$ cat src/hw/rtl/cpm_pkg.sv
// ----------------------------------------------------------------------------
// cpm_pkg
// Shared types and constants of the piecewise colormap pixel pipeline.
// ----------------------------------------------------------------------------
package cpm_pkg;

    localparam int MAX_POINTS = 6;
    localparam int TABLE_SIZE = 256;
    localparam int NUM_POINTS = 6;
    localparam int GRAY_W     = 17;
    localparam int IDX_W      = 8;
    localparam int REM_W      = 17;
    localparam int QUO_W      = 8;
    localparam int NUM_CH     = 3;

    typedef enum logic [2:0] {
        REG_PALETTE_MODE = 3'd0,
        REG_POINT_COUNT  = 3'd1,
        REG_POINT_0      = 3'd2,
        REG_POINT_1      = 3'd3,
        REG_POINT_2      = 3'd4,
        REG_POINT_3      = 3'd5,
        REG_POINT_4      = 3'd6,
        REG_POINT_5      = 3'd7
    } reg_idx_t;

    typedef struct packed {
        logic [7:0] pos;
        logic [7:0] red;
        logic [7:0] green;
        logic [7:0] blue;
    } point_t;

    typedef struct packed {
        logic                        palette_mode;
        logic [2:0]                  point_count;
        point_t [NUM_POINTS-1:0]     points;
    } cfg_t;

    // channel 0 red, 1 green, 2 blue
    typedef logic [NUM_CH-1:0][7:0] rgb_t;

    typedef struct packed {
        rgb_t       start_col;
        rgb_t       end_col;
        logic [7:0] offset;
        logic [7:0] span;
    } seg_t;

    typedef struct packed {
        rgb_t                         base;
        logic [NUM_CH-1:0]            down;
        logic [NUM_CH-1:0][REM_W-1:0] rem;
        logic [NUM_CH-1:0][QUO_W-1:0] quo;
        logic [7:0]                   span;
    } div_t;

endpackage

$ cat src/hw/rtl/cpm_index.sv
// ----------------------------------------------------------------------------
// cpm_index
// Scales the Q1.16 gray value to a rounded, saturated table index.
// ----------------------------------------------------------------------------
module cpm_index
    import cpm_pkg::*;
(
    input  logic              clk,
    input  logic              rst_n,
    input  logic              in_valid,
    output logic              in_ready,
    input  logic [GRAY_W-1:0] gray_value,
    output logic              out_valid,
    input  logic              out_ready,
    output logic [IDX_W-1:0]  idx
);

    localparam int SUM_W = GRAY_W + 8;

    logic             valid_reg;
    logic [IDX_W-1:0] idx_reg;
    logic [IDX_W-1:0] idx_next;
    logic [SUM_W-1:0] scaled;
    logic [SUM_W-16-1:0] whole;

    always_comb
    begin
        // value * 255 plus one half, ties round up
        scaled = ({gray_value, 8'd0} - SUM_W'(gray_value)) + SUM_W'(32768);
        whole  = scaled[SUM_W-1:16];
        if (whole > (SUM_W-16)'(TABLE_SIZE - 1))
        begin
            idx_next = IDX_W'(TABLE_SIZE - 1);
        end
        else
        begin
            idx_next = whole[IDX_W-1:0];
        end
    end

    assign in_ready  = !valid_reg || out_ready;
    assign out_valid = valid_reg;
    assign idx       = idx_reg;

    always_ff @(posedge clk or negedge rst_n)
    begin
        if (!rst_n)
        begin
            valid_reg <= 1'b0;
        end
        else if (in_ready)
        begin
            valid_reg <= in_valid;
        end
    end

    always_ff @(posedge clk)
    begin
        if (in_ready && in_valid)
        begin
            idx_reg <= idx_next;
        end
    end

endmodule

$ cat src/hw/rtl/cpm_segment.sv
// ----------------------------------------------------------------------------
// cpm_segment
// Picks the segment of the index and sets up start colour, offset and span.
// ----------------------------------------------------------------------------
module cpm_segment
    import cpm_pkg::*;
(
    input  logic             clk,
    input  logic             rst_n,
    input  cfg_t             cfg,
    input  logic             in_valid,
    output logic             in_ready,
    input  logic [IDX_W-1:0] idx,
    output logic             out_valid,
    input  logic             out_ready,
    output seg_t             seg
);

    logic       valid_reg;
    seg_t       seg_reg;
    seg_t       seg_next;
    logic [2:0] n;
    logic [2:0] last;
    logic [2:0] prev;
    logic [2:0] sel;
    point_t     sp;
    point_t     ep;
    point_t     tail_pt;
    point_t     col_pt;
    logic       tail;
    logic       flat;

    function automatic rgb_t colour_of(point_t p);
        rgb_t c;
        c[0] = p.red;
        c[1] = p.green;
        c[2] = p.blue;
        return c;
    endfunction

    always_comb
    begin
        if (cfg.point_count < 3'd2)
        begin
            n = 3'd2;
        end
        else if (cfg.point_count > 3'(MAX_POINTS))
        begin
            n = 3'(MAX_POINTS);
        end
        else
        begin
            n = cfg.point_count;
        end
        last = n - 3'd1;
        prev = n - 3'd2;

        // first segment whose end lies above the index wins
        sel = prev;
        for (int j = NUM_POINTS - 2; j >= 0; j--)
        begin
            if ((3'(j + 1) < n) && (idx < cfg.points[j+1].pos))
            begin
                sel = 3'(j);
            end
        end
        sp = cfg.points[sel];
        ep = cfg.points[sel + 3'd1];

        tail    = idx >= cfg.points[last].pos;
        tail_pt = cfg.palette_mode ? cfg.points[last] : cfg.points[prev];
        flat    = (idx < sp.pos) || !cfg.palette_mode || (ep.pos <= sp.pos);
        col_pt  = tail ? tail_pt : sp;

        if (tail || flat)
        begin
            // constant colour: zero offset over a span of one
            seg_next.start_col = colour_of(col_pt);
            seg_next.end_col   = colour_of(col_pt);
            seg_next.offset    = 8'd0;
            seg_next.span      = 8'd1;
        end
        else
        begin
            seg_next.start_col = colour_of(sp);
            seg_next.end_col   = colour_of(ep);
            seg_next.offset    = idx - sp.pos;
            seg_next.span      = ep.pos - sp.pos;
        end
    end

    assign in_ready  = !valid_reg || out_ready;
    assign out_valid = valid_reg;
    assign seg       = seg_reg;

    always_ff @(posedge clk or negedge rst_n)
    begin
        if (!rst_n)
        begin
            valid_reg <= 1'b0;
        end
        else if (in_ready)
        begin
            valid_reg <= in_valid;
        end
    end

    always_ff @(posedge clk)
    begin
        if (in_ready && in_valid)
        begin
            seg_reg <= seg_next;
        end
    end

endmodule

$ cat src/hw/rtl/cpm_mul.sv
// ----------------------------------------------------------------------------
// cpm_mul
// Colour difference times offset per channel, forming the dividend.
// ----------------------------------------------------------------------------
module cpm_mul
    import cpm_pkg::*;
(
    input  logic clk,
    input  logic rst_n,
    input  logic in_valid,
    output logic in_ready,
    input  seg_t seg,
    output logic out_valid,
    input  logic out_ready,
    output div_t div
);

    logic  valid_reg;
    div_t  div_reg;
    div_t  div_next;
    logic [NUM_CH-1:0][7:0]  diff;
    logic [NUM_CH-1:0][15:0] prod;

    always_comb
    begin
        div_next.base = seg.start_col;
        div_next.span = seg.span;
        div_next.quo  = '0;
        for (int ch = 0; ch < NUM_CH; ch++)
        begin
            div_next.down[ch] = seg.end_col[ch] < seg.start_col[ch];
            diff[ch] = div_next.down[ch] ? (seg.start_col[ch] - seg.end_col[ch])
                                         : (seg.end_col[ch] - seg.start_col[ch]);
            prod[ch] = 16'(diff[ch] * seg.offset);
            // falling channels round the step up, so the quotient is a ceiling
            div_next.rem[ch] = REM_W'(prod[ch])
                + (div_next.down[ch] ? (REM_W'(seg.span) - REM_W'(1)) : REM_W'(0));
        end
    end

    assign in_ready  = !valid_reg || out_ready;
    assign out_valid = valid_reg;
    assign div       = div_reg;

    always_ff @(posedge clk or negedge rst_n)
    begin
        if (!rst_n)
        begin
            valid_reg <= 1'b0;
        end
        else if (in_ready)
        begin
            valid_reg <= in_valid;
        end
    end

    always_ff @(posedge clk)
    begin
        if (in_ready && in_valid)
        begin
            div_reg <= div_next;
        end
    end

endmodule

$ cat src/hw/rtl/cpm_div_stage.sv
// ----------------------------------------------------------------------------
// cpm_div_stage
// One restoring division step: settles quotient bit SHIFT on all channels.
// ----------------------------------------------------------------------------
module cpm_div_stage
    import cpm_pkg::*;
#(
    parameter int SHIFT = 0
)
(
    input  logic clk,
    input  logic rst_n,
    input  logic in_valid,
    output logic in_ready,
    input  div_t din,
    output logic out_valid,
    input  logic out_ready,
    output div_t dout
);

    logic             valid_reg;
    div_t             div_reg;
    div_t             div_next;
    logic [REM_W-1:0] trial;

    always_comb
    begin
        div_next = din;
        trial    = REM_W'(din.span) << SHIFT;
        for (int ch = 0; ch < NUM_CH; ch++)
        begin
            if (din.rem[ch] >= trial)
            begin
                div_next.rem[ch]        = din.rem[ch] - trial;
                div_next.quo[ch][SHIFT] = 1'b1;
            end
        end
    end

    assign in_ready  = !valid_reg || out_ready;
    assign out_valid = valid_reg;
    assign dout      = div_reg;

    always_ff @(posedge clk or negedge rst_n)
    begin
        if (!rst_n)
        begin
            valid_reg <= 1'b0;
        end
        else if (in_ready)
        begin
            valid_reg <= in_valid;
        end
    end

    always_ff @(posedge clk)
    begin
        if (in_ready && in_valid)
        begin
            div_reg <= div_next;
        end
    end

endmodule

$ cat src/hw/rtl/piecewise_colormap_pixel.sv
// ----------------------------------------------------------------------------
// piecewise_colormap_pixel
// False-colour map of a gray pixel stream through up to six control points.
// ----------------------------------------------------------------------------
// One pixel enters per clock unless the output stalls; its colour passes index
// scaling, segment select, difference multiply, eight restoring division
// steps (one quotient bit each, shared by the three channels) and the output
// register that adds or subtracts the step. Each stage holds its item while
// the one after it is full, so a stalled output keeps accepting pixels until
// the pipeline is full. Control points and mode are written through the APB
// port and must be stable while pixels are in flight.
// ----------------------------------------------------------------------------
module piecewise_colormap_pixel
    import cpm_pkg::*;
(
    input  logic        clk,
    input  logic        rst_n,
    // apb configuration port
    input  logic        psel,
    input  logic        penable,
    input  logic        pwrite,
    input  logic [4:0]  paddr,
    input  logic [31:0] pwdata,
    output logic [31:0] prdata,
    output logic        pready,
    // pixel input
    input  logic        s_tvalid,
    output logic        s_tready,
    input  logic [23:0] s_tdata,   // [16:0] gray_value, [23:17] zero
    // colour output
    output logic        m_tvalid,
    input  logic        m_tready,
    output logic [23:0] m_tdata    // [7:0] red, [15:8] green, [23:16] blue
);

    localparam int DIV_STAGES = QUO_W;

    // configuration registers
    logic                    mode_reg;
    logic [2:0]              count_reg;
    point_t [NUM_POINTS-1:0] points_reg;
    cfg_t                    cfg;
    reg_idx_t                addr_idx;
    logic                    wr_en;

    assign pready   = 1'b1;
    assign addr_idx = reg_idx_t'(paddr[4:2]);
    assign wr_en    = psel && penable && pwrite && pready;

    always_ff @(posedge clk or negedge rst_n)
    begin
        if (!rst_n)
        begin
            mode_reg   <= 1'b1;
            count_reg  <= 3'd2;
            // second point all ones, the rest zero
            points_reg <= {{(NUM_POINTS-2){32'd0}}, 32'hFFFF_FFFF, 32'd0};
        end
        else if (wr_en)
        begin
            unique case (addr_idx)
                REG_PALETTE_MODE: mode_reg      <= pwdata[0];
                REG_POINT_COUNT:  count_reg     <= pwdata[2:0];
                REG_POINT_0:      points_reg[0] <= pwdata;
                REG_POINT_1:      points_reg[1] <= pwdata;
                REG_POINT_2:      points_reg[2] <= pwdata;
                REG_POINT_3:      points_reg[3] <= pwdata;
                REG_POINT_4:      points_reg[4] <= pwdata;
                REG_POINT_5:      points_reg[5] <= pwdata;
            endcase
        end
    end

    always_comb
    begin
        unique case (addr_idx)
            REG_PALETTE_MODE: prdata = {31'd0, mode_reg};
            REG_POINT_COUNT:  prdata = {29'd0, count_reg};
            REG_POINT_0:      prdata = points_reg[0];
            REG_POINT_1:      prdata = points_reg[1];
            REG_POINT_2:      prdata = points_reg[2];
            REG_POINT_3:      prdata = points_reg[3];
            REG_POINT_4:      prdata = points_reg[4];
            REG_POINT_5:      prdata = points_reg[5];
        endcase
    end

    assign cfg.palette_mode = mode_reg;
    assign cfg.point_count  = count_reg;
    assign cfg.points       = points_reg;

    // pipeline
    logic             idx_valid;
    logic             idx_ready;
    logic [IDX_W-1:0] idx;
    logic             seg_valid;
    logic             seg_ready;
    seg_t             seg;
    logic             div_valid [DIV_STAGES+1];
    logic             div_ready [DIV_STAGES+1];
    div_t             div_data  [DIV_STAGES+1];

    cpm_index u_index (
        .clk        (clk),
        .rst_n      (rst_n),
        .in_valid   (s_tvalid),
        .in_ready   (s_tready),
        .gray_value (s_tdata[GRAY_W-1:0]),
        .out_valid  (idx_valid),
        .out_ready  (idx_ready),
        .idx        (idx)
    );

    cpm_segment u_segment (
        .clk       (clk),
        .rst_n     (rst_n),
        .cfg       (cfg),
        .in_valid  (idx_valid),
        .in_ready  (idx_ready),
        .idx       (idx),
        .out_valid (seg_valid),
        .out_ready (seg_ready),
        .seg       (seg)
    );

    cpm_mul u_mul (
        .clk       (clk),
        .rst_n     (rst_n),
        .in_valid  (seg_valid),
        .in_ready  (seg_ready),
        .seg       (seg),
        .out_valid (div_valid[0]),
        .out_ready (div_ready[0]),
        .div       (div_data[0])
    );

    // quotient bits from the top down
    for (genvar g = 0; g < DIV_STAGES; g++)
    begin : g_div
        cpm_div_stage #(
            .SHIFT (DIV_STAGES - 1 - g)
        ) u_stage (
            .clk       (clk),
            .rst_n     (rst_n),
            .in_valid  (div_valid[g]),
            .in_ready  (div_ready[g]),
            .din       (div_data[g]),
            .out_valid (div_valid[g+1]),
            .out_ready (div_ready[g+1]),
            .dout      (div_data[g+1])
        );
    end

    // output register
    logic             out_valid_reg;
    rgb_t             out_col_reg;
    rgb_t             out_col_next;
    div_t             fin;
    logic [NUM_CH-1:0][8:0] wide;

    assign fin = div_data[DIV_STAGES];
    assign div_ready[DIV_STAGES] = !out_valid_reg || m_tready;

    always_comb
    begin
        for (int ch = 0; ch < NUM_CH; ch++)
        begin
            wide[ch] = fin.down[ch] ? ({1'b0, fin.base[ch]} - {1'b0, fin.quo[ch]})
                                    : ({1'b0, fin.base[ch]} + {1'b0, fin.quo[ch]});
            out_col_next[ch] = wide[ch][7:0];
        end
    end

    always_ff @(posedge clk or negedge rst_n)
    begin
        if (!rst_n)
        begin
            out_valid_reg <= 1'b0;
        end
        else if (div_ready[DIV_STAGES])
        begin
            out_valid_reg <= div_valid[DIV_STAGES];
        end
    end

    always_ff @(posedge clk)
    begin
        if (div_ready[DIV_STAGES] && div_valid[DIV_STAGES])
        begin
            out_col_reg <= out_col_next;
        end
    end

    assign m_tvalid = out_valid_reg;
    assign m_tdata  = {out_col_reg[2], out_col_reg[1], out_col_reg[0]};

`ifndef ASSERT_OFF
    // an empty output register lets the whole chain take a pixel
    a_ready_when_empty: assert property (@(posedge clk) disable iff (!rst_n)
        !m_tvalid |-> s_tready)
        else $error("input stalled with empty output register");

    // division must leave a remainder below the span
    a_rem_below_span: assert property (@(posedge clk) disable iff (!rst_n)
        div_valid[DIV_STAGES] |->
            (fin.rem[0] < REM_W'(fin.span)) && (fin.rem[1] < REM_W'(fin.span))
            && (fin.rem[2] < REM_W'(fin.span)))
        else $error("division remainder not below span");

    // the step never carries out of or borrows past a channel
    a_no_wrap: assert property (@(posedge clk) disable iff (!rst_n)
        div_valid[DIV_STAGES] |->
            !wide[0][8] && !wide[1][8] && !wide[2][8])
        else $error("colour step wrapped");

    // a result taken by the output register shows up on the next cycle
    a_out_load: assert property (@(posedge clk) disable iff (!rst_n)
        (div_valid[DIV_STAGES] && div_ready[DIV_STAGES]) |=> m_tvalid)
        else $error("loaded result not presented");
`endif

endmodule

$ cat config.mk
export PLATFORM = sky130hd
export DESIGN_NAME = piecewise_colormap_pixel
export DESIGN_NICKNAME = d
export VERILOG_FILES = /design/src/hw/rtl/cpm_pkg.sv /design/src/hw/rtl/cpm_index.sv /design/src/hw/rtl/cpm_segment.sv /design/src/hw/rtl/cpm_mul.sv /design/src/hw/rtl/cpm_div_stage.sv /design/src/hw/rtl/piecewise_colormap_pixel.sv
export SDC_FILE = /design/constraint.sdc
export NUM_CORES = 2
export LEC_CHECK = 0
export ABC_AREA = 1
export BUFFER_PORTS_ARGS = -buffer_cell sky130_fd_sc_hd__buf_2
export CAP_MARGIN = 10
export CORE_MARGIN = 8
export CORE_UTILIZATION = 55
export DETAILED_ROUTE_END_ITERATION = 10
export PLACE_DENSITY_LB_ADDON = 0.1
export SLEW_MARGIN = 15
export SYNTH_ARGS = -nofsm -noshare
export SYNTH_HDL_FRONTEND = slang
export SYNTH_SLANG_ARGS = --single-unit
export TNS_END_PERCENT = 10
$ cat constraint.sdc
create_clock -name clk -period 7.35 [get_ports clk]
set_input_delay 0.735 -clock clk [delete_from_list [all_inputs] [get_ports clk]]
set_output_delay 0.735 -clock clk [all_outputs]
set_load 0.02 [all_outputs]
### Word level (Yosys, flattened, before mapping)

Index checks and enable logic that the tools add are counted.

| word-level totals | value |
|---|---|
| bits in registers | 1127 |
| logic and storage cells | 369 |

| operators by class | value |
|---|---|
| add/subtract/negate cells | 44 |
| multipliers | 3 |
| magnitude comparators | 47 |
| equal/unequal tests | 7 |
| multiplexer cells | 49 |
| reductions and logical operators | 56 |

Operators with widths:

| cell | count |
|---|---|
| $mux W17 | 24 |
| $bmux W32 S3 | 4 |
| $pmux W32 S8 | 1 |
| $mux W32 | 3 |
| $sub A8 B8 Y8 | 11 |
| $lt A8 B8 Y1 | 9 |
| $mux W24 | 3 |
| $mux W64 | 1 |
| $add A16 B17 Y17 | 3 |
| $ge A17 B10 Y1 | 3 |
| $ge A17 B11 Y1 | 3 |
| $ge A17 B12 Y1 | 3 |
| $ge A17 B13 Y1 | 3 |
| $ge A17 B14 Y1 | 3 |
| $ge A17 B15 Y1 | 3 |
| $ge A17 B8 Y1 | 3 |
| $ge A17 B9 Y1 | 3 |
| $sub A17 B10 Y17 | 3 |
| $sub A17 B11 Y17 | 3 |
| $sub A17 B12 Y17 | 3 |
| $sub A17 B13 Y17 | 3 |
| $sub A17 B14 Y17 | 3 |
| $sub A17 B15 Y17 | 3 |
| $sub A17 B9 Y17 | 3 |
| 27 further kinds | 102 |

### Longest topological paths before layout

| logic depth | value |
|---|---|
| depth after elaboration | 17 |
| gate-level depth with buffers | 35 |
| gate-level depth less buffers | 33 |

### By module

Synthesis repeated with hierarchy kept, for this count alone.

| unflattened totals | value |
|---|---|
| cell total of the unflattened synthesis | 10108 |
| area total of the unflattened synthesis | 83829.1 um^2 |

By module, submodules not included:

| module | times used | cells each | area each (um^2) | seq. area each (um^2) |
|---|---|---|---|---|
| cpm_mul | 1 | 1669 | 13414.1 | 2607.5 |
| piecewise_colormap_pixel | 1 | 1283 | 10811.6 | 5693.0 |
| cpm_segment | 1 | 1819 | 10677.7 | 1946.9 |
| cpm_div_stage (g_div[5].u_stage) | 1 | 718 | 6286.0 | 3328.2 |
| cpm_div_stage (g_div[7].u_stage) | 1 | 681 | 6193.4 | 3328.2 |
| cpm_div_stage (g_div[6].u_stage) | 1 | 653 | 6152.2 | 3328.2 |
| cpm_div_stage (g_div[4].u_stage) | 1 | 653 | 5936.9 | 3328.2 |
| cpm_div_stage (g_div[3].u_stage) | 1 | 605 | 5718.0 | 3328.2 |
| cpm_div_stage (g_div[2].u_stage) | 1 | 591 | 5696.7 | 3328.2 |
| cpm_div_stage (g_div[1].u_stage) | 1 | 586 | 5688.0 | 3328.2 |
| cpm_div_stage (g_div[0].u_stage) | 1 | 562 | 5616.6 | 3328.2 |
| cpm_index | 1 | 288 | 1637.8 | 265.3 |

### Least setup slack after synthesis

OpenSTA, ideal clock, no wires.

| timing path | value |
|---|---|
| kind | input to register |
| start | input port m_tready |
| end | register g_div[5].u_stage.div_reg, in the netlist g_div[5].u_stage.dout[0] (enable) |
| library setup time | 601 ps |
| arrival | 6012 ps |
| data required time | 6749 ps |
| slack | 736 ps |
| stages on the path | 6 |
| path buffers | 0 |
| path through | nor2_1 -> inv_1 -> nor2_1 -> inv_1 -> nor2_1 -> a21oi_1 |

| between the ends | value |
|---|---|
| cells in the longest elaborated chain, start to end | 5 |

Ends and longest elaborated chain:

| what | line | text |
|---|---|---|
| from (decl) | piecewise_colormap_pixel.sv:32 | `input logic m_tready,` |
| $logic_or A1 B1 Y1 | piecewise_colormap_pixel.sv:162 | `assign div_ready[DIV_STAGES] = !out_valid_reg \|\| m_tready;` |
| $logic_or A1 B1 Y1 (3 in a row) | cpm_div_stage.sv:40 | `assign in_ready = !valid_reg \|\| out_ready;` |
| $logic_and A1 B1 Y1 | cpm_div_stage.sv:58 | `if (in_ready && in_valid)` |
| to (signal assigned) | cpm_div_stage.sv:60 | `div_reg <= div_next;` |
| to (decl) | cpm_div_stage.sv:22 | `div_t div_reg;` |

Every way passes these cells.
A chain may end at the register's enable or synchronous reset.

==> Flow_metrics.wiki <==
{| class="wikitable"
! Metric !! Value
|-
| Part of the cycle the worst path needs || 0.925
|-
| Share of final-layout standard cells stronger than drive strength 1 || 0.0649
|-
| Post-layout nets || between 8000 and 9000
|-
| Most frequent cells in the layout || nand2_1 (1279), inv_1 (1046), edfxtp_1 (919)
|-
| Antenna cells || 0
|-
| Post-Synth Simple-Gate Area || 0.141
|-
| Die area || 0.136 sq mm
|-
| Aggregate routed wire length || 179000 um
|-
| Critical Path Source Type || register
|-
| Min cycle time layout || around 6.8 ns
|-
| Critical Path AT || 7.27 ns
|-
| Most used flip-flop cell after synthesis || edfxtp_1
|-
| Area fraction of the dominant cell type after synthesis || 0.404
|-
| Layout Skew || ~0.035 ns
|-
| Avg Synthesized Cell Area || between 9 and 10 sq um
|-
| Post-CTS sizing || 0
|-
| CTS clk-pin slew, worst paths || around 0.070 ns
|-
| Post-synthesis instance area || 0.0683 sq mm
|-
| Clock tree from TritonCTS || done
|-
| Biggest area contributors in the synthesized netlist || edfxtp_1 (40%), ha_1 (8.3%), nand2_1 (7.0%), dfrtp_1 (6.4%), inv_1 (5.8%)
|-
| Relative slew margins || 0.181
|-
| Synth Area in Compound Gates || 0.127
|-
| Required time reported for the critical path endpoint || just under 8 ns
|-
| Placed wire-length estimate after detailed placement || about 130000 um
|-
| Highest attainable clock frequency || 0.147 GHz
|-
| Count of state elements after synthesis || 1127
|-
| Number of setup violations in the final report || 0
|-
| IO Pins || roughly 130
|-
| Number of sinks handled by clock tree synthesis || approximately 1100
|-
| Clk Latency, worst-skew pair || 0.73 ns
|-
| Adder-cell area share of the yosys netlist || 0.137
|-
| Number of max-slew violations in the final report || 0
|-
| GRT Overall Usage || 0.260
|-
| Cell type with the highest aggregate area in the netlist || edfxtp_1
|-
| Share of synthesized area occupied by flip-flops and latches || 0.481
|-
| Area growth syn-to-layout || 9.18%
|-
| Area inside the core boundary || ~0.12 sq mm
|-
| Number of flip-flops under the largest register name || between 700 and 800
|-
| Initial antenna violation count || 2
|-
| Warning count from the yosys run || 0
|-
| Drt via density || about 5.7
|-
| Number of nets with antenna violations after routing || 0
|-
| Setup repair after global routing missed its margin || false
|-
| DRC Markers || 0
|-
| Post-synthesis xor/xnor area fraction || 0.0397
|-
| Cts bufs inserted || 117
|-
| Critical Path Fanout Max || 11
|-
| Via count of the first global-routing pass || roughly 50000
|-
| # hold bufs at CTS || 1
|-
| Floorplan die height || about 370 um
|-
| CP Class || reg2reg
|-
| Largest buffer count on any clock path || 3
|-
| GR Overflow Total || 0
|-
| First-pass GRT wire length || roughly 280000 um
|-
| EDFF count, synth || 919
|-
| Status || completed
|-
| Pin count of the biggest net entering global routing || between 150 and 200
|-
| Type of the tightest min-delay check || in2reg
|-
| Synth unique cells || 61
|-
| Count of buffers inserted at the top-level ports || between 100 and 150
|-
| Fin Setup TNS || 0 ns
|-
| Leading cell type in the layout, fill and taps excluded || nand2_1
|-
| Post-synth ARST share || 0.185
|-
| Count of standard-cell rows || roughly 130
|-
| Number of setup buffers added after CTS || 0
|-
| Synthesized netlist cell count || 7253
|-
| Initial Util || 0.553
|-
| Detailed-routing iteration count for the pre-antenna-repair pass || 6
|-
| Total vias in the final route || ~51000
|-
| Largest family of logic cells by synthesized area || simple AND/OR/NAND/NOR gates
|-
| Number of violations of the max-capacitance limit || 0
|-
| Violation count after the first detailed-route iteration || ~4800
|-
| Transition time at the pin with the least slew margin || around 1.2 ns
|-
| Routability cong. || 0.929
|-
| Sort of element at the end of the critical path || register
|-
| DR WL/cell || 19.7 um
|-
| Depth of the CTS H-tree || 3
|-
| Cell chosen for the clock root || clkbuf_16
|-
| Fillers || around 10000
|-
| Final hold vios || 0
|-
| Share of synthesized area spent on multiplexers || 0.000586
|-
| DIE WIDTH || about 370 um
|-
| Net count after synthesis || ~8000
|}
## kinds of logic (layout without fill, tap and decap cells)
| family | count (synthesis) | in the layout |
|---|---|---|
| XOR/XNOR | 309 | 309 |
| other | 1 | 1 |
| multiplexers | 4 | 4 |
| adder cells (fa/ha/maj) | 636 | 636 |
| AND/OR/NAND/NOR | 2313 | 2313 |
| AO/OA/AOI/OAI | 1546 | 1546 |
| buffers and inverters | 1317 | 1488 |
| flip-flops | 1127 | 1127 |
## layer usage
layer  part of all wire  global-route usage  vias up
li1                   -                   -    24779
met4              0.030              0.0833        2
met1               0.44               0.370    24396
met5           0.000073                   0        -
met2               0.44               0.405     1944
met3              0.084              0.0486      373
## critical path: stages (launching register included)
cell      delay, ns
edfxtp_1       0.43
ha_1           0.43
nand2_1        0.10
o21ai_1        0.24
nand3_1        0.10
nand2_1        0.40
mux2i_1        0.27
xor2_1         0.60
inv_1          0.18
nand2_1        0.13
fa_1           0.46
fa_1           0.50
inv_1          0.06
fa_1           0.54
inv_1          0.07
fa_1           0.53
inv_1          0.04
ha_1           0.36
nand2_1        0.09
nor2_1         0.11
inv_1          0.04
o21bai_1       0.20
nand2_1        0.09
nand2_1        0.07
a21oi_1        0.09
o21bai_1       0.16
a21oi_1        0.10
xor2_1         0.14
## cell usage after synthesis (15+ instances only)
master        n
nor2_1      481
nor3_1       63
a22oi_1      23
nor4_1       31
clkbuf_1    162
o22ai_1      79
edfxtp_1    919
ha_1        454
buf_2        60
o21a_1       22
nand3_1     333
o21ai_0     649
o21ai_1      70
dfrtp_1     174
o221ai_1     24
nand4_1      41
nand2_1    1282
a31oi_1      24
buf_1        16
or2_2        25
o2111ai_1    24
o21bai_1     15
o211ai_1     97
a21oi_1     435
xor2_1      205
fa_1        182
dfstp_2      34
inv_1      1052
nand3b_1     15
a221oi_1     17
xnor2_1     103
## worst paths after layout
| kind | end | start | cells after the start | slack (ns) |
|---|---|---|---|---|
| min reg2reg | g_div[0].u_stage.dout[102] | u_mul.div[102] | 0 | 0.40 |
| max in group asynchronous | cfg[171] | rst_n | 3 | 5.50 |
| min in group asynchronous | cfg[26] | rst_n | 2 | 0.55 |
| max | u_mul.div[81] | u_segment.seg[58] | 27 | 0.55 |
| min | u_index.out_valid | s_tvalid | 3 | 0.26 |
| max reg2reg | u_mul.div[81] | u_segment.seg[58] | 27 | 0.55 |
## metrics by stage
step	std cells	area [sq um]	util	hold slack [ns]	setup WS, ns
after floorplan	7253	68300	-	0.400	0.736
after global placement	8840	70700	0.572	0.401	0.668
after detailed placement	8840	70700	0.572	0.405	0.627
after CTS	9061	74600	0.604	0.202	0.604
after global routing	9061	74600	0.604	0.245	0.102
final	9061	74600	0.604	0.263	0.555
## layout make-up
class / instances / area (sq um) / area share
Sequential cell: 1127 / 32800 / 0.440
Timing Repair Buffer: 197 / 1240 / 0.0166
Tap cell: 1637 / 2050 / 0.0275
Multi-Input combinational cell: 4809 / 30500 / 0.410
Clock inverter: 71 / 709 / 0.00951
Inverter: 1071 / 4030 / 0.0540
Clock buffer: 149 / 3160 / 0.0424
Power is not shown: default switching activity piles up to over one toggle a cycle in this logic, so the estimate is an artifact.
